## config.mk

```make
export PLATFORM = sky130hd
export DESIGN_NAME = mdu_queue
export DESIGN_NICKNAME = d
export VERILOG_FILES = /design/src/hw/rtl/mdu_pkg.sv /design/src/hw/rtl/mdu_queue.sv
export SDC_FILE = /design/constraint.sdc
export NUM_CORES = 1
export LEC_CHECK = 0
export BUFFER_PORTS_ARGS = -buffer_cell sky130_fd_sc_hd__buf_2
export CORE_UTILIZATION = 52
export DETAILED_ROUTE_END_ITERATION = 6
export GPL_TIMING_DRIVEN = 0
export PLACE_DENSITY = 0.79
export SYNTH_ARGS = -nofsm -noshare
export SYNTH_HDL_FRONTEND = slang
export SYNTH_SLANG_ARGS = --single-unit
```

## constraint.sdc

```tcl
create_clock -name clk -period 4.6 [get_ports clk]
set_clock_uncertainty 0.1 [all_clocks]
set_input_delay 0.69 -clock clk [delete_from_list [all_inputs] [get_ports clk]]
set_output_delay 0.69 -clock clk [all_outputs]
set_load 0.02 [all_outputs]
```

## src/hw/rtl/mdu_pkg.sv

```systemverilog
`default_nettype none

package mdu_pkg;

	// Fixed widths of the port fields.
	localparam int unsigned ELEM_W = 12;
	localparam int unsigned RANK_W = 3;
	localparam int unsigned DIST_W = 22;
	localparam int unsigned SUM_W = 64;

	// Defaults and limits.
	localparam int unsigned ELEM_BITS_DEF = 12;
	localparam int unsigned MAX_RANK = 4;
	localparam logic [RANK_W-1:0] RANK_RESET = 3'd2;

	// Depth of the queue of finished sums between the front and the root unit.
	localparam int unsigned QUEUE_DEPTH = 2;

	// One input word: a pair of elements and the end-of-vector mark.
	typedef struct packed {
		logic signed [ELEM_W-1:0] elem_a;
		logic signed [ELEM_W-1:0] elem_b;
		logic                     last_pair;
	} pair_t;

	// One output word.
	typedef struct packed {
		logic [DIST_W-1:0] distance;
		logic              saturated;
	} dist_t;

	// A finished vector sum waiting for its root.
	typedef struct packed {
		logic [SUM_W-1:0]  power_sum;
		logic              saturated;
		logic [RANK_W-1:0] rank;
	} root_job_t;

endpackage

`default_nettype wire

```

## src/hw/rtl/mdu_queue.sv

```systemverilog
`default_nettype none

module mdu_queue (
	input  wire logic               clk,
	input  wire logic               arst_n,
	input  wire logic               push,
	input  wire mdu_pkg::root_job_t push_job,
	output logic                    full,
	input  wire logic               pop,
	output mdu_pkg::root_job_t      pop_job,
	output logic                    empty
);
	import mdu_pkg::*;

	localparam int unsigned PTR_W = (QUEUE_DEPTH > 1) ? $clog2(QUEUE_DEPTH) : 1;
	localparam int unsigned CNT_W = $clog2(QUEUE_DEPTH + 1);

	root_job_t          entry_q [QUEUE_DEPTH];
	logic [PTR_W-1:0]   wr_ptr_q;
	logic [PTR_W-1:0]   rd_ptr_q;
	logic [CNT_W-1:0]   count_q;

	assign full = (count_q == CNT_W'(QUEUE_DEPTH));
	assign empty = (count_q == '0);
	assign pop_job = entry_q[rd_ptr_q];

	// Entry storage.
	always_ff @(posedge clk) begin
		if (push) begin
			entry_q[wr_ptr_q] <= push_job;
		end
	end

	// Pointers and fill count.
	always_ff @(posedge clk or negedge arst_n) begin
		if (!arst_n) begin
			wr_ptr_q <= '0;
			rd_ptr_q <= '0;
			count_q  <= '0;
		end else begin
			if (push) begin
				wr_ptr_q <= (wr_ptr_q == PTR_W'(QUEUE_DEPTH - 1)) ? '0 : wr_ptr_q + 1'b1;
			end
			if (pop) begin
				rd_ptr_q <= (rd_ptr_q == PTR_W'(QUEUE_DEPTH - 1)) ? '0 : rd_ptr_q + 1'b1;
			end
			if (push && !pop) begin
				count_q <= count_q + 1'b1;
			end else if (pop && !push) begin
				count_q <= count_q - 1'b1;
			end
		end
	end

endmodule

`default_nettype wire

```

==> out/metrics.cfg <==
[run_status]
status = finished clean

[power_and_ir_drop]
comb_power_share_pct = 30.7
p_leak_nw = 2.585
p_clk_share_pct = 29.8
power_switching_share_pct = 30.47
max-vdd-ir-drop_v = 0.0004769
switching_power_w = 0.001356
power.share.sequential_pct = 39.6
p_int_w = 0.003093
p_per_area_nw_per_um2 = 668.2
p_total_w = 0.004449

[critical_path]
setup.worst_path.class = flip-flop to primary output
crit_path_start = rd_ptr_q$_DFFE_PN0P_
rrSetupSlack_ps = 2880
critPathMaxFanout = 10
start_kind = flip-flop
end_kind = primary output
critPathCapture = pop_job[16]
critPathArrivalTime_ps = 1780
crit-reg2reg-capture = entry_q[1][43]$_DFFE_PP_
r2r_cells = 1
r2r-start = wr_ptr_q$_DFFE_PN0P_
required_ps = 3810

[floorplan]
die_h_um = 101.4
dieWidth_um = 101.4
die_area_um2 = 10280
core_um2 = 9415
row_count = 35
ioPinCount = 142
start_util_pct = 54.55

[routing]
drc_errors = 0
drt_first_pass_iters = 5
vias = 2649
drt-total-wl_um = 8750
wl_per_cell_um = 16.42
via_per_inst = 4.970
drt_iter0_drc = 78
ant_nets = 0

[timing]
setup_slack_ps = 2035
fin_tns_setup_ps = 0
worst_slew_pin_slew_ps = 917.4
fmax_mhz = 389.8
hold_violations = 0
post-route-min-period_ps = 2565
finalCritPeriodShare_pct = 55.77
drv_slew = 0
rsz0062_at_grt = false
slew_headroom_pct = 38.84
setup_viol = 0

[placed_design]
placement.io_buffers = 141
place_congestion = 0.6856
placed_cells = 500
dp_hpwl_um = 5747
post-place-ws_ps = 2443

[synthesis]
yosysTopAreaCellShare_pct = 79.51
synth_edf_count = 136
yosys_warnings = 0
syn-num-nets = 301
netlist_instances = 228
ys.flop_type = edfxtp_1
netlist_top_cells_area = edfxtp_1 80%, mux2_2 13%, mux2_4 2.9%
synth_seq_cells = 140
synth.largest_area_cell = edfxtp_1
avgSynthCellArea_um2 = 22.53
synth_cell_types = 14
netlist_area_um2 = 5136
synthArstFlopShare_pct = 2.857
ys_seq_area_share_pct = 81.46

[layout]
fin_util_pct = 70.72
syn2layout_area_growth_pct = 29.65
fin_nets = 464
drive_above_1_share_pct = 61.88
fill_cells = 640
n_antenna_cell = 0
multi_input_area_um2 = 895.9
final_cells = 533
final_common_cell = buf_2
mostFrequentLayoutCells = 146 x buf_2, 136 x edfxtp_1, 58 x mux2_2
regArea_um2 = 4184

[clocking]
cts_resized = 0
cts_htree_levels = 4
tritoncts = built
ctsRootBufferMaster = clkbuf_8
clockBufferDepth = 2
numCtsBuffers = 17
path_clk_slew_ps = 60
clkSinkCount = 140
clk_latency_ps = 490

[global_route]
antenna_found_initial = 0
grt_max_degree = 69
grt_first_pass_wirelength_um = 13170
grtUsageTotal_pct = 17.86
grt_overflow = 0
grt_pass1_vias = 2699

[job]
drv_cap = 0

[worst_hold_path]
hold_class = input port to flip-flop

[power groups by stage]
stage	clock (W)	combinational (W)	sequential (W)
floorplan	0	0.000959	0.00178
global placement	0	0.00134	0.00180
detailed placement	0	0.00138	0.00179
CTS	0.00135	0.00139	0.00176
global route	0.00140	0.00146	0.00178
finish	0.00132	0.00136	0.00176
[final cells by class]
class	instances	share of cell area, %
clock buffer	18	6.276
multi-input combinational	79	13.45
tap	129	2.424
clock inverter	14	2.555
buffer	8	0.9395
sequential	140	62.83
inverter	1	0.05637
timing repair buffer	144	11.46
[worst min-delay path by stage]
stage | start | endpoint | slack [ps] | cells after the start
global route | push_job[7] | entry_q[0][7]$_DFFE_PP_ | 250 | 1
CTS | push_job[24] | entry_q[0][24]$_DFFE_PP_ | 250 | 1
finish | push_job[24] | entry_q[0][24]$_DFFE_PP_ | 280 | 1
floorplan | arst_n | count_q[0]$_DFFE_PN0P_ | 290 | 0
detailed placement | count_q[1]$_DFFE_PN0P_ | count_q[1]$_DFFE_PN0P_ | 380 | 1
global placement | wr_ptr_q$_DFFE_PN0P_ | wr_ptr_q$_DFFE_PN0P_ | 370 | 1
[stage by stage]
| step | hold slack [ps] | area [um2] |
|---|---|---|
| floorplan | 294.4 | 5136 |
| detailed placement | 382.9 | 6061 |
| CTS | 252.8 | 6659 |
| global route | 251.3 | 6659 |
| global placement | 368.7 | 6003 |
| finish | 276.6 | 6659 |
[worst max-delay path: stages, from the launching register on]
cell     delay (ps)
dfrtp_1         330
buf_6           130
buf_2           270
mux2_2          380
buf_2           170
[cells in the mapped netlist (2+ instances only)]
cell / number
edfxtp_1: 136
mux2_2: 58
mux2_4: 10
buf_2: 5
dfrtp_1: 4
xor2_1: 4
buf_6: 2
nor2_1: 2
nor2b_1: 2
[per-layer routing]
metal | track usage (%) | part of all wire [%]
met4 | 7.135 | 1.2
met2 | 32.34 | 55
met5 | 0 | 0
met3 | 5.659 | 5.1
met1 | 19.46 | 39
[what timing repair did]
item | in CTS | in global routing
endpoints found under the hold margin | 4 | 0
hold buffers | 1 | 0
setup buffers | 0 | 0
[state kept, by name (all words and copies together) (netlist names)]
register / cells
count_q: 2
wr_ptr_q: 1
rd_ptr_q: 1
entry_q: 136
[logic make-up (layout without fill, tap and decap cells)]
| kind of cell | after synthesis | count (layout) | synth area share [%] |
|---|---|---|---|
| xor gates and xnor gates | 5 | 5 | 0.8526 |
| adders and majority gates | 1 | 1 | 0.2436 |
| buffers and inverters | 9 | 185 | 1.291 |
| DFF | 140 | 140 | 81.46 |
| muxes | 68 | 68 | 15.64 |
| and+or+nand+nor | 5 | 5 | 0.5117 |
Power figures use the tool's default switching activity.
