## src/hw/rtl/mdu_pkg.sv

```systemverilog
`default_nettype none

package mdu_pkg;

	// Fixed widths of the port fields.
	localparam int unsigned ELEM_W = 12;
	localparam int unsigned RANK_W = 3;
	localparam int unsigned DIST_W = 22;
	localparam int unsigned SUM_W = 64;

	// Defaults and limits.
	localparam int unsigned ELEM_BITS_DEF = 12;
	localparam int unsigned MAX_RANK = 4;
	localparam logic [RANK_W-1:0] RANK_RESET = 3'd2;

	// Depth of the queue of finished sums between the front and the root unit.
	localparam int unsigned QUEUE_DEPTH = 2;

	// One input word: a pair of elements and the end-of-vector mark.
	typedef struct packed {
		logic signed [ELEM_W-1:0] elem_a;
		logic signed [ELEM_W-1:0] elem_b;
		logic                     last_pair;
	} pair_t;

	// One output word.
	typedef struct packed {
		logic [DIST_W-1:0] distance;
		logic              saturated;
	} dist_t;

	// A finished vector sum waiting for its root.
	typedef struct packed {
		logic [SUM_W-1:0]  power_sum;
		logic              saturated;
		logic [RANK_W-1:0] rank;
	} root_job_t;

endpackage

`default_nettype wire

```

## src/hw/rtl/mdu_front.sv

```systemverilog
`default_nettype none

module mdu_front #(
	parameter int unsigned ELEM_BITS = mdu_pkg::ELEM_BITS_DEF
) (
	input  wire logic              clk,
	input  wire logic              arst_n,
	input  wire logic              cfg_we,
	input  wire logic [2:0]        cfg_data,
	input  wire logic              pair_valid,
	output logic                   pair_ready,
	input  wire mdu_pkg::pair_t    pair,
	output logic                   push,
	output mdu_pkg::root_job_t     push_job,
	input  wire logic              q_full
);
	import mdu_pkg::*;

	localparam int unsigned SQ_W = 2 * ELEM_BITS;
	localparam int unsigned CUBE_W = 3 * ELEM_BITS;
	localparam int unsigned TERM_W = 4 * ELEM_BITS;

	logic [RANK_W-1:0]      rank_cfg_q;
	logic [RANK_W-1:0]      eff_rank;
	logic signed [ELEM_BITS:0] a_x;
	logic signed [ELEM_BITS:0] b_x;
	logic signed [ELEM_BITS:0] diff;
	logic [ELEM_BITS:0]     diff_neg;
	logic [ELEM_BITS-1:0]   mag;
	logic                   adv;

	logic                   v_s1;
	logic                   last_s1;
	logic [RANK_W-1:0]      rank_s1;
	logic [ELEM_BITS-1:0]   mag_s1;

	logic                   v_s2;
	logic                   last_s2;
	logic [RANK_W-1:0]      rank_s2;
	logic [ELEM_BITS-1:0]   mag_s2;
	logic [SQ_W-1:0]        sq_s2;

	logic                   v_s3;
	logic                   last_s3;
	logic [RANK_W-1:0]      rank_s3;
	logic [TERM_W-1:0]      term_s3;

	logic [CUBE_W-1:0]      cube;
	logic [TERM_W-1:0]      quad;
	logic [TERM_W-1:0]      term;

	logic [SUM_W-1:0]       sum_q;
	logic                   ovf_q;
	logic [SUM_W:0]         sum_wide;
	logic [SUM_W-1:0]       sum_next;
	logic                   ovf_next;

	// Rank register; zero acts as one and values above the limit act as the limit.
	always_ff @(posedge clk or negedge arst_n) begin
		if (!arst_n) begin
			rank_cfg_q <= RANK_RESET;
		end else if (cfg_we) begin
			rank_cfg_q <= cfg_data;
		end
	end

	always_comb begin
		if (rank_cfg_q == '0) begin
			eff_rank = RANK_W'(1);
		end else if (rank_cfg_q > RANK_W'(MAX_RANK)) begin
			eff_rank = RANK_W'(MAX_RANK);
		end else begin
			eff_rank = rank_cfg_q;
		end
	end

	// Sign extend the low element bits and take the magnitude of the difference.
	assign a_x = {pair.elem_a[ELEM_BITS-1], pair.elem_a[ELEM_BITS-1:0]};
	assign b_x = {pair.elem_b[ELEM_BITS-1], pair.elem_b[ELEM_BITS-1:0]};
	assign diff = a_x - b_x;
	assign diff_neg = -diff;
	assign mag = diff[ELEM_BITS] ? diff_neg[ELEM_BITS-1:0] : diff[ELEM_BITS-1:0];

	// The whole front holds only while a finished sum cannot enter the queue.
	assign adv = !(v_s3 && last_s3 && q_full);
	assign pair_ready = adv;

	// Valid bits of the pipeline.
	always_ff @(posedge clk or negedge arst_n) begin
		if (!arst_n) begin
			v_s1 <= 1'b0;
			v_s2 <= 1'b0;
			v_s3 <= 1'b0;
		end else if (adv) begin
			v_s1 <= pair_valid;
			v_s2 <= v_s1;
			v_s3 <= v_s2;
		end
	end

	// Higher powers of the magnitude, one multiplier deep per stage.
	always_comb begin
		cube = sq_s2 * mag_s2;
		quad = sq_s2 * sq_s2;
		case (rank_s2)
			3'd2:    term = TERM_W'(sq_s2);
			3'd3:    term = TERM_W'(cube);
			3'd4:    term = quad;
			default: term = TERM_W'(mag_s2);
		endcase
	end

	always_ff @(posedge clk) begin
		if (adv) begin
			last_s1 <= pair.last_pair;
			rank_s1 <= eff_rank;
			mag_s1  <= mag;
			last_s2 <= last_s1;
			rank_s2 <= rank_s1;
			mag_s2  <= mag_s1;
			sq_s2   <= mag_s1 * mag_s1;
			last_s3 <= last_s2;
			rank_s3 <= rank_s2;
			term_s3 <= term;
		end
	end

	// Saturating accumulation of the powered differences.
	always_comb begin
		sum_wide = {1'b0, sum_q} + {1'b0, SUM_W'(term_s3)};
		if (sum_wide[SUM_W]) begin
			sum_next = '1;
			ovf_next = 1'b1;
		end else begin
			sum_next = sum_wide[SUM_W-1:0];
			ovf_next = ovf_q;
		end
	end

	always_ff @(posedge clk or negedge arst_n) begin
		if (!arst_n) begin
			sum_q <= '0;
			ovf_q <= 1'b0;
		end else if (adv && v_s3) begin
			if (last_s3) begin
				sum_q <= '0;
				ovf_q <= 1'b0;
			end else begin
				sum_q <= sum_next;
				ovf_q <= ovf_next;
			end
		end
	end

	// The last pair of a vector hands the finished sum to the queue.
	assign push = adv && v_s3 && last_s3;
	assign push_job.power_sum = sum_next;
	assign push_job.saturated = ovf_next;
	assign push_job.rank = rank_s3;

endmodule

`default_nettype wire

```

## config.mk

```make
export PLATFORM = sky130hd
export DESIGN_NAME = mdu_front
export DESIGN_NICKNAME = d
export VERILOG_FILES = /design/src/hw/rtl/mdu_pkg.sv /design/src/hw/rtl/mdu_front.sv
export SDC_FILE = /design/constraint.sdc
export NUM_CORES = 2
export LEC_CHECK = 0
export BUFFER_PORTS_ARGS = -buffer_cell sky130_fd_sc_hd__buf_2
export CAP_MARGIN = 15
export CORE_MARGIN = 2
export CORE_UTILIZATION = 29
export CTS_BUF_LIST = sky130_fd_sc_hd__clkbuf_8
export DETAILED_ROUTE_END_ITERATION = 7
export PLACE_DENSITY = 0.53
export SLEW_MARGIN = 20
export SYNTH_ARGS = -nofsm -noshare
export SYNTH_HDL_FRONTEND = slang
export SYNTH_SLANG_ARGS = --single-unit
```

## constraint.sdc

```tcl
create_clock -name clk -period 7 [get_ports clk]
set_input_delay 0.35 -clock clk [delete_from_list [all_inputs] [get_ports clk]]
set_output_delay 0.35 -clock clk [all_outputs]
set_load 0.01 [all_outputs]
```

==> results.sh <==
export IMPL_slew_violations=0
export IMPL_num_rows=134
export IMPL_viasPerCell=4.625
export IMPL_finClkSkew_ns=0.04615
export IMPL_grt_total_usage_pct=16.16
export IMPL_overflow=0
export IMPL_dp_hpwl_mm=87.97
export IMPL_drt_pass1_iter_count=5
export IMPL_startpoint="sq_s2[14]"
export IMPL_drive_above_1_share_pct=14.55
export IMPL_synth_distinct_cells=80
export IMPL_synth_top_cell_area_share_pct=36.06
export IMPL_ios=103
export IMPL_drt_total_wl_mm=107.3
export IMPL_grt_pass1_vias=32185
export IMPL_vias=29409
export IMPL_drt_wirelength_per_cell_um=16.87
export IMPL_maxClockFrequency_mhz=143.9
export IMPL_fp_coreArea_um2=133300
export IMPL_regToRegStartpoint="sq_s2[14]"
export IMPL_fin_crit_sh_pct=99.25
export IMPL_ff_latch_area_um2=4961
export IMPL_hp_class="input pin to register"
export IMPL_numCtsBuffers=17
export IMPL_synth_top_cells_by_area="fa_1, ha_1, inv_1, edfxtp_1, nand2_1"
export IMPL_cts_path_max_buffers=2
export IMPL_setup_viol=0
export IMPL_clock_root_buffer="clkbuf_8"
export IMPL_stdcell_area_um2=45190
export IMPL_finish_net_count=5697
export IMPL_yosysWarningCount=0
export IMPL_crit_type="register to register"
export IMPL_antenna_found_initial=2
export IMPL_cts_clk_slew_worst_paths_ns=0.11
export IMPL_dieArea_um2=136900
export IMPL_critPathLaunchType="register"
export IMPL_clk_insertion_delay_late_ns=0.62
export IMPL_finalHoldViolations=0
export IMPL_place_area_um2=43510
export IMPL_async_flop_share_pct=40.11
export IMPL_crit_fanout=5
export IMPL_cp_end_kind="register"
export IMPL_rsz0062_at_grt="yes"
export IMPL_yosysTopAreaCell="fa_1"
export IMPL_drtIter0Drc=1551
export IMPL_cp_required_ns=7.37
export IMPL_fin_crit_ns=6.948
export IMPL_synth_ff_type="edfxtp_1"
export IMPL_reg2reg_slack_ns=0.05
export IMPL_tightest_slew_ns=1.057
export IMPL_mostFrequentLayoutCells="inv_1, fa_1, nand2_1"
export IMPL_grt_pass1_wl_mm=174.5
export IMPL_synth_area_um2=38860
export IMPL_avgSynthCellArea_um2=9.120
export IMPL_drcViolationCount=0
export IMPL_ys_seq_elements=177
export IMPL_multi_input_area_um2=30580
export IMPL_synth_seq_area_share_pct=12.77
export IMPL_postRouteAntennaNets=0
export IMPL_start_util_pct=29.15
export IMPL_synth_edf_count=106
export IMPL_die_height_um=370.1
export IMPL_arrival_ns=7.31
export IMPL_r2r_cells=27
export IMPL_cts_sinks=177
export IMPL_place_congestion=0.8877
export IMPL_layout_commonest_cell="inv_1"
export IMPL_grt_max_degree=72
export IMPL_syn_inst=4261
export IMPL_slew_headroom_pct=27.69
export IMPL_fillers=13862
export IMPL_r2r_end="term_s3[47]"
export IMPL_area_growth_pct=16.28
export IMPL_htreeDepth=4
export IMPL_cts_tree="done"
export IMPL_die_w_um=370.1
export IMPL_port_buffers=102
export IMPL_whs_ns=0.2394
export IMPL_outcome="complete, no violations"
export IMPL_endpoint="term_s3[47]"
export IMPL_max_cap_violations=0
[cell type report]
type                    instances  share of cell area, %
well taps                    1768                  4.895
diodes                          1               0.005538
multi-input cells            2993                  67.67
flip-flops and latches        177                  10.98
repair buffers                451                  7.808
inverters                     937                  7.792
clock buffers                  17                 0.5178
clock inverters                15                 0.3350
[how the worst min path moves through the flow]
| stage | startpoint | end | cells after the start |
|---|---|---|---|
| CTS | pair[1] | mag_s1[0] | 3 |
| detailed placement | rank_s1[2] | rank_s2[2] | 0 |
| global route | pair[14] | mag_s1[1] | 3 |
| global placement | last_s1 | last_s2 | 0 |
| finish | pair[1] | mag_s1[0] | 3 |
| floorplan | arst_n | ovf_q | 0 |
[critical path, cell delays in order, from the launching register on]
cell	delay [ns]
edfxtp_1	0.49
buf_6	0.18
and2_4	0.14
fa_1	0.47
inv_1	0.05
fa_1	0.50
inv_1	0.05
fa_1	0.51
inv_2	0.05
fa_1	0.55
inv_2	0.04
fa_1	0.49
fa_1	0.51
inv_1	0.05
fa_1	0.49
inv_2	0.05
ha_4	0.17
a2111oi_4	0.31
o211ai_1	0.18
a21oi_2	0.21
a211oi_4	0.09
buf_6	0.15
o31ai_4	0.21
nand2b_1	0.14
a31oi_4	0.24
nor2_1	0.06
o22a_1	0.23
mux2i_1	0.13
[cells in the mapped netlist (77+ instances only)]
library cell and instances:
o21ai_0 85, a21o_1 77, clkbuf_1 164, xnor2_1 101
inv_1 936, nand2_1 482, nor2_1 149, and2_1 235
fa_1 700, a21oi_1 182, edfxtp_1 106, ha_1 387
[routing by layer]
metal | wire length [µm] | track usage (%) | up-vias
met2 | 51850 | 27.93 | 554
met3 | 3562 | 1.473 | 100
li1 | - | - | 13950
met5 | 0 | 0 | -
met1 | 49690 | 21.65 | 14805
met4 | 2189 | 4.143 | 0
[what timing repair did]
action	4_1_cts	5_1_grt
hold buffers	10	0
setup buffers	11	23
setup endpoints to repair	18	27
endpoints found under the hold margin	75	0
gates resized for setup	29	187
cloned	0	2
pin swaps	20	90
[per-stage QoR]
stage	utilization [%]	setup slack [ns]	instances	setup TNS, ns
global placement	32.64	-0.2996	6284	-2.262
detailed placement	32.64	-0.3386	6284	-3.012
floorplan	-	0.02841	4284	0
finish	33.90	0.05226	6359	0
CTS	33.16	-0.02293	6337	-0.03989
global route	33.90	-0.2112	6359	-1.221
[state kept, by name, indices dropped and copies added (netlist names), 3 cells and up]
register and count:
sum_q 64, term_s3 48, sq_s2 22, mag_s1 12
mag_s2 12, rank_cfg_q 3, rank_s1 3, rank_s2 3
rank_s3 3
[cells by family (layout without fill, tap and decap cells)]
kind of cell             after synthesis  in the layout  share of synthesized area, %
other                                  2             26                       0.01933
adder cells (fa/ha/maj)             1087           1087                         48.52
AND/OR/NAND/NOR                     1074           1074                         13.10
XOR/XNOR                             163            163                         3.674
AO/OA/AOI/OAI                        619            619                         10.44
multiplexers                          25             25                        0.6697
buffers and inverters               1114           1420                         10.80
flip-flops                           177            177                         12.77
Power is left out: the tool's default activity adds up to more than one toggle a clock period on the data nets, which glitch-free logic cannot reach.
