### src/hw/rtl/mdu_pkg.sv
`default_nettype none

package mdu_pkg;

	// Fixed widths of the port fields.
	localparam int unsigned ELEM_W = 12;
	localparam int unsigned RANK_W = 3;
	localparam int unsigned DIST_W = 22;
	localparam int unsigned SUM_W = 64;

	// Defaults and limits.
	localparam int unsigned ELEM_BITS_DEF = 12;
	localparam int unsigned MAX_RANK = 4;
	localparam logic [RANK_W-1:0] RANK_RESET = 3'd2;

	// Depth of the queue of finished sums between the front and the root unit.
	localparam int unsigned QUEUE_DEPTH = 2;

	// One input word: a pair of elements and the end-of-vector mark.
	typedef struct packed {
		logic signed [ELEM_W-1:0] elem_a;
		logic signed [ELEM_W-1:0] elem_b;
		logic                     last_pair;
	} pair_t;

	// One output word.
	typedef struct packed {
		logic [DIST_W-1:0] distance;
		logic              saturated;
	} dist_t;

	// A finished vector sum waiting for its root.
	typedef struct packed {
		logic [SUM_W-1:0]  power_sum;
		logic              saturated;
		logic [RANK_W-1:0] rank;
	} root_job_t;

endpackage

`default_nettype wire

### src/hw/rtl/mdu_root.sv
`default_nettype none

module mdu_root (
	input  wire logic               clk,
	input  wire logic               arst_n,
	input  wire logic               job_valid,
	input  wire mdu_pkg::root_job_t job,
	output logic                    pop,
	output logic                    dist_valid,
	input  wire logic               dist_ready,
	output mdu_pkg::dist_t          result
);
	import mdu_pkg::*;

	localparam int unsigned HALF_W = SUM_W / 2;
	localparam int unsigned PROD_W = HALF_W + DIST_W;
	localparam int unsigned BIT_W = $clog2(DIST_W);

	localparam logic [2:0] ST_IDLE = 3'd0;
	localparam logic [2:0] ST_LOAD = 3'd1;
	localparam logic [2:0] ST_MUL  = 3'd2;
	localparam logic [2:0] ST_ADD  = 3'd3;
	localparam logic [2:0] ST_CMP  = 3'd4;
	localparam logic [2:0] ST_OUT  = 3'd5;

	logic [2:0]         state_q;
	logic [SUM_W-1:0]   sum_q;
	logic               sat_q;
	logic [RANK_W-1:0]  rank_q;
	logic [DIST_W-1:0]  root_q;
	logic [DIST_W-1:0]  cand_q;
	logic [BIT_W-1:0]   bit_q;
	logic [SUM_W-1:0]   acc_q;
	logic               ovf_q;
	logic [1:0]         cnt_q;
	logic [PROD_W-1:0]  plo_q;
	logic [PROD_W-1:0]  phi_q;
	dist_t              dist_q;
	logic               dist_valid_q;

	logic [DIST_W-1:0]  cand;
	logic [SUM_W:0]     add_w;
	logic               ovf_mul;
	logic               out_free;

	assign pop = (state_q == ST_IDLE) && job_valid;
	assign out_free = !dist_valid_q || dist_ready;

	// Next candidate: the current root with the bit under test set.
	assign cand = root_q | (DIST_W'(1) << bit_q);

	// Recombine the two partial products; any bit at or above 2^64 fails the test.
	always_comb begin
		add_w = {{(SUM_W + 1 - PROD_W){1'b0}}, plo_q}
			+ {1'b0, phi_q[HALF_W-1:0], {HALF_W{1'b0}}};
		ovf_mul = ovf_q || (|phi_q[PROD_W-1:HALF_W]) || add_w[SUM_W];
	end

	// Bit-by-bit root search: each candidate is raised to the rank by repeated
	// multiplication and kept when its power does not pass the sum.
	always_ff @(posedge clk or negedge arst_n) begin
		if (!arst_n) begin
			state_q <= ST_IDLE;
		end else begin
			case (state_q)
				ST_IDLE: begin
					if (job_valid) begin
						state_q <= ST_LOAD;
					end
				end
				ST_LOAD: begin
					state_q <= (rank_q == RANK_W'(1)) ? ST_CMP : ST_MUL;
				end
				ST_MUL: begin
					state_q <= ST_ADD;
				end
				ST_ADD: begin
					state_q <= (ovf_mul || cnt_q == 2'd1) ? ST_CMP : ST_MUL;
				end
				ST_CMP: begin
					state_q <= (bit_q == '0) ? ST_OUT : ST_LOAD;
				end
				ST_OUT: begin
					if (out_free) begin
						state_q <= ST_IDLE;
					end
				end
				default: begin
					state_q <= ST_IDLE;
				end
			endcase
		end
	end

	// Datapath of the search.
	always_ff @(posedge clk) begin
		case (state_q)
			ST_IDLE: begin
				sum_q  <= job.power_sum;
				sat_q  <= job.saturated;
				rank_q <= job.rank;
				root_q <= '0;
				bit_q  <= BIT_W'(DIST_W - 1);
			end
			ST_LOAD: begin
				cand_q <= cand;
				acc_q  <= SUM_W'(cand);
				ovf_q  <= 1'b0;
				cnt_q  <= 2'(rank_q - RANK_W'(1));
			end
			ST_MUL: begin
				plo_q <= acc_q[HALF_W-1:0] * cand_q;
				phi_q <= acc_q[SUM_W-1:HALF_W] * cand_q;
			end
			ST_ADD: begin
				acc_q <= add_w[SUM_W-1:0];
				ovf_q <= ovf_mul;
				cnt_q <= cnt_q - 2'd1;
			end
			ST_CMP: begin
				if (!ovf_q && acc_q <= sum_q) begin
					root_q <= cand_q;
				end
				if (bit_q != '0) begin
					bit_q <= bit_q - 1'b1;
				end
			end
			default: begin
			end
		endcase
	end

	// Output register; the search of the next vector may run while it waits.
	always_ff @(posedge clk or negedge arst_n) begin
		if (!arst_n) begin
			dist_valid_q <= 1'b0;
		end else if (state_q == ST_OUT && out_free) begin
			dist_valid_q <= 1'b1;
		end else if (dist_ready) begin
			dist_valid_q <= 1'b0;
		end
	end

	always_ff @(posedge clk) begin
		if (state_q == ST_OUT && out_free) begin
			dist_q.distance  <= root_q;
			dist_q.saturated <= sat_q;
		end
	end

	assign dist_valid = dist_valid_q;
	assign result = dist_q;

endmodule

`default_nettype wire

### config.mk
export PLATFORM = sky130hd
export DESIGN_NAME = mdu_root
export DESIGN_NICKNAME = d
export VERILOG_FILES = /design/src/hw/rtl/mdu_pkg.sv /design/src/hw/rtl/mdu_root.sv
export SDC_FILE = /design/constraint.sdc
export NUM_CORES = 2
export LEC_CHECK = 0
export BUFFER_PORTS_ARGS = -buffer_cell sky130_fd_sc_hd__buf_2
export CAP_MARGIN = 20
export CELL_PAD_IN_SITES_DETAIL_PLACEMENT = 0
export CELL_PAD_IN_SITES_GLOBAL_PLACEMENT = 1
export CORE_ASPECT_RATIO = 1.4
export CORE_MARGIN = 2
export CORE_UTILIZATION = 34
export DETAILED_ROUTE_END_ITERATION = 6
export PLACE_DENSITY_LB_ADDON = 0.1
export RECOVER_POWER = 25
export SLEW_MARGIN = 0
export SYNTH_ARGS = -nofsm -noshare
export SYNTH_HDL_FRONTEND = slang
export SYNTH_SLANG_ARGS = --single-unit
export TNS_END_PERCENT = 5
### constraint.sdc
create_clock -name clk -period 11.1 [get_ports clk]
set_clock_uncertainty 0.15 [all_clocks]
set_input_delay 0 -clock clk [delete_from_list [all_inputs] [get_ports clk]]
set_output_delay 0 -clock clk [all_outputs]
set_load 0.03 [all_outputs]
==> run_results.csv <==
group,metric,value,unit
outcome,outcome,"finished with violations",
outcome,failing_checks,"capacitance limit, slew limit",
setup_path,crit_path_end_kind,"register",
grt,grt_usage,22.02,%
die,die_outline_area,175200,sq um
synthesis,synth_fp_nets,7665,
synthesis,synth_xor_area_share,1.799,%
detailed_routing,ant_nets,0,
clocking,hold_buffers,140,
detailed_routing,wire_per_inst,22.34,microns
synthesis,synth_area_leader_cell,"sky130_fd_sc_hd__fa_1",
synthesis,synth.ff_latch_count,319,
timing,setup-violations-final,0,
setup_path,worst_path_cell_trace,"clkbuf_1 > nand2_1 > fa_1 > fa_1 > fa_1 > inv_1 > fa_1 > inv_1 > fa_1 > inv_1 > fa_1 > fa_1 > ha_1 > and4_1 > nand4_1 > a211oi_1 > o21ai_1 > a211oi_2 > a41oi_2 > o41ai_1 > a21oi_1 > xnor2_1",
grt,grt_max_degree,71,
timing,hold_viol_final,0,
timing,final_min_period_over_clock_period,82.10,%
setup_path,worstSetupStartpoint,"cand_q[1]",
hold_path,hold_path_startpoint,"dist_ready",
die,dieHeight,494.5,microns
die,io_pins,97,
die,core_area,171200,sq um
timing,setup_repair_after_global_routing_missed_its_margin,"false",
synthesis,synth_ff_type,"sky130_fd_sc_hd__edfxtp_1",
synthesis,synth.distinct_cells,75,
detailed_routing,post_drt_via_cell_ratio,4.895,
synthesis,synth-seq-area-share,16.36,%
synthesis,post-synth-top-count-cell,"sky130_fd_sc_hd__fa_1",
timing,drv_slew,68,
die,fp-row-count,180,
clocking,cts_buffer_depth,3,
synthesis,syn-mean-instance-area,9.791,sq um
timing,layout_min_cycle_time,9.113,ns
synthesis,main_combinational_cell_family_by_area_after_synthesis,"adder cells",
clocking,tritoncts.num_buffers,44,
clocking,postcts_resize_cnt,0,
clocking,clock_latency_on_the_worst_skew_pair,0.63,ns
setup_path,timing.critical_path.required,11.31,ns
timing,maxSlewHeadroom,-50.34,%
synthesis,synth-compound-area-share,5.744,%
detailed_routing,route.final.wire_length,186500,microns
grt,globalRouteOverflowTotal,0,
clocking,cts_sinks,319,
synthesis,synth_mux_area_share,0.5268,%
timing,max_freq,0.1097,GHz
grt,vias_in_the_first_global_route,46578,
clocking,h-tree-depth,2,
detailed_routing,detailroute.via_count,40860,
grt,global_route_wire_length_before_repair,290000,microns
setup_path,slowest_delay,1.48,ns
place,place_hpwl,146300,microns
die,start_util,34.13,%
setup_path,crit_fanout,32,
synthesis,synthesis.area,58420,sq um
clocking,post_cts.repair.setup_buffers,0,
setup_path,cell_with_the_largest_stage_delay_on_the_worst_path,"sky130_fd_sc_hd__clkbuf_1",
detailed_routing,drt_first_pass_iters,5,
hold_path,min-delay-path-class,"input pin to register",
timing,final.setup.tns,0,ns
setup_path,timing_worst_setup_path_type,"register to register",
cells_and_area,final_nets,7733,
clocking,tritoncts,"yes",
setup_path,worstPathArrival,9.32,ns
run,drv_cap,2,
synthesis,synth_adder_area_share,50.18,%
setup_path,critical_path.reg2reg.startpoint,"cand_q[1]",
setup_path,start_kind,"register",
synthesis,ys.warnings.count,0,
detailed_routing,remaining_drc_errors,0,
detailed_routing,violation_count_after_the_first_detailed_routing_iteration,1784,
grt,grt_antenna_before_repair,3,
timing,timing_worst_slew_pin_value,2.255,ns
place,number_of_port_buffers,96,
synthesis,synthTopCellsByCount,"1195 x sky130_fd_sc_hd__fa_1, 1181 x sky130_fd_sc_hd__inv_1, 900 x sky130_fd_sc_hd__nand2_1",
synthesis,yosysTopAreaCellShare,40.95,%
clocking,ctsRootBufferMaster,"sky130_fd_sc_hd__clkbuf_16",
synthesis,synth_edf_count,315,
synthesis,synth_async_sr_flop_share,1.254,%
clocking,cts.clk_slew.worst_paths,0.06,ns
synthesis,ys_top_cells_by_area,"sky130_fd_sc_hd__fa_1 41%, sky130_fd_sc_hd__edfxtp_1 16%, sky130_fd_sc_hd__ha_1 9.2%, sky130_fd_sc_hd__inv_1 7.6%, sky130_fd_sc_hd__and2_1 6.6%",
cells_and_area,fraction_of_layout_instances_using_a_drive_strength_above_1,5.172,%
setup_path,crit_path_frequent_cell,"sky130_fd_sc_hd__fa_1",
cells_and_area,syn_to_final_growth,10.07,%
place,gp_congestion,0.8400,
synthesis,cells_after_synth,5967,
synthesis,yosys.area_share.simple,15.61,%
die,die_w,354.3,microns
## path summary, 6_finish.rpt
path | endpoint | slack (ns) | cells past startpoint
min in group asynchronous | state_q[2] | 0.14 | 3
hold reg to reg | result[0] | 0.27 | 0
hold / removal | dist_valid | 0.07 | 4
setup reg to reg | plo_q[53] | 1.99 | 22
max in group asynchronous | state_q[0] | 10.48 | 3
setup / recovery | plo_q[53] | 1.99 | 22
## logic make-up (layout without fill, tap and decap cells)
family / count (synthesis) / in the layout
XOR/XNOR: 120 / 120
other: 0 / 2
buffers and inverters: 1517 / 1621
adder cells (fa/ha/maj): 1626 / 1626
AO/OA/AOI/OAI: 493 / 493
flip-flops: 319 / 319
AND/OR/NAND/NOR: 1864 / 1864
multiplexers: 28 / 28
## area by class of cell
type,instances,area (sq um)
flip-flops and latches,319,9559
well taps,2275,2846
fillers,17485,106900
multi-input cells,4131,43180
repair buffers,358,2785
inverters,1181,4433
clock inverters,27,327.8
diodes,2,5.005
clock buffers,55,1172
## metal layers
layer	up-vias	global-route usage [%]	routed length [microns]
met5	-	0	0
met4	0	6.126	5923
met3	240	1.515	3742
met2	536	43.82	105700
met1	21781	24.84	71090
li1	18303	-	-
## state kept, by name, indices dropped and copies added (netlist names)
register    cells
acc_q          64
sum_q          64
phi_q          54
plo_q          54
result         23
cand_q         22
root_q         22
bit_q           5
rank_q          3
state_q         3
cnt_q           2
dist_valid      1
ovf_q           1
sat_q           1
## per-stage QoR
stage,cell area (sq um),std cells,util [%],worst slack (ns),hold slack [ns]
floorplan,58420,5967,-,1.722,-0.4456
global placement,61420,8123,35.88,2.531,-0.3345
detailed placement,61420,8123,35.88,2.552,-0.3340
CTS,64320,8345,37.58,2.527,0.04344
global route,64300,8346,37.57,1.508,0.08950
finish,64310,8348,37.57,1.987,0.06737
## placed cells by master, fill, tap and decap left out, drive strengths merged, types with 75 or more instances in the layout
master       instances
a21o               122
a21oi              129
and2               616
buf                190
clkbuf              83
dlygate4sd3        140
edfxtp             315
fa                1195
ha                 431
inv               1185
nand2              900
nor2               103
o21ai               82
xnor2               75
## worst max-delay path: cells and delay by family, from the launching register on
kind                     cells  cell delay (ns)
buffers and inverters        4             1.64
AND/OR/NAND/NOR              3             0.58
adder cells (fa/ha/maj)      8             3.94
AO/OA/AOI/OAI                6             2.01
XOR/XNOR                     1             0.13
flip-flops                   1             0.38
Power is not shown: default switching activity piles up to over one toggle a cycle in this logic, so the estimate is an artifact.
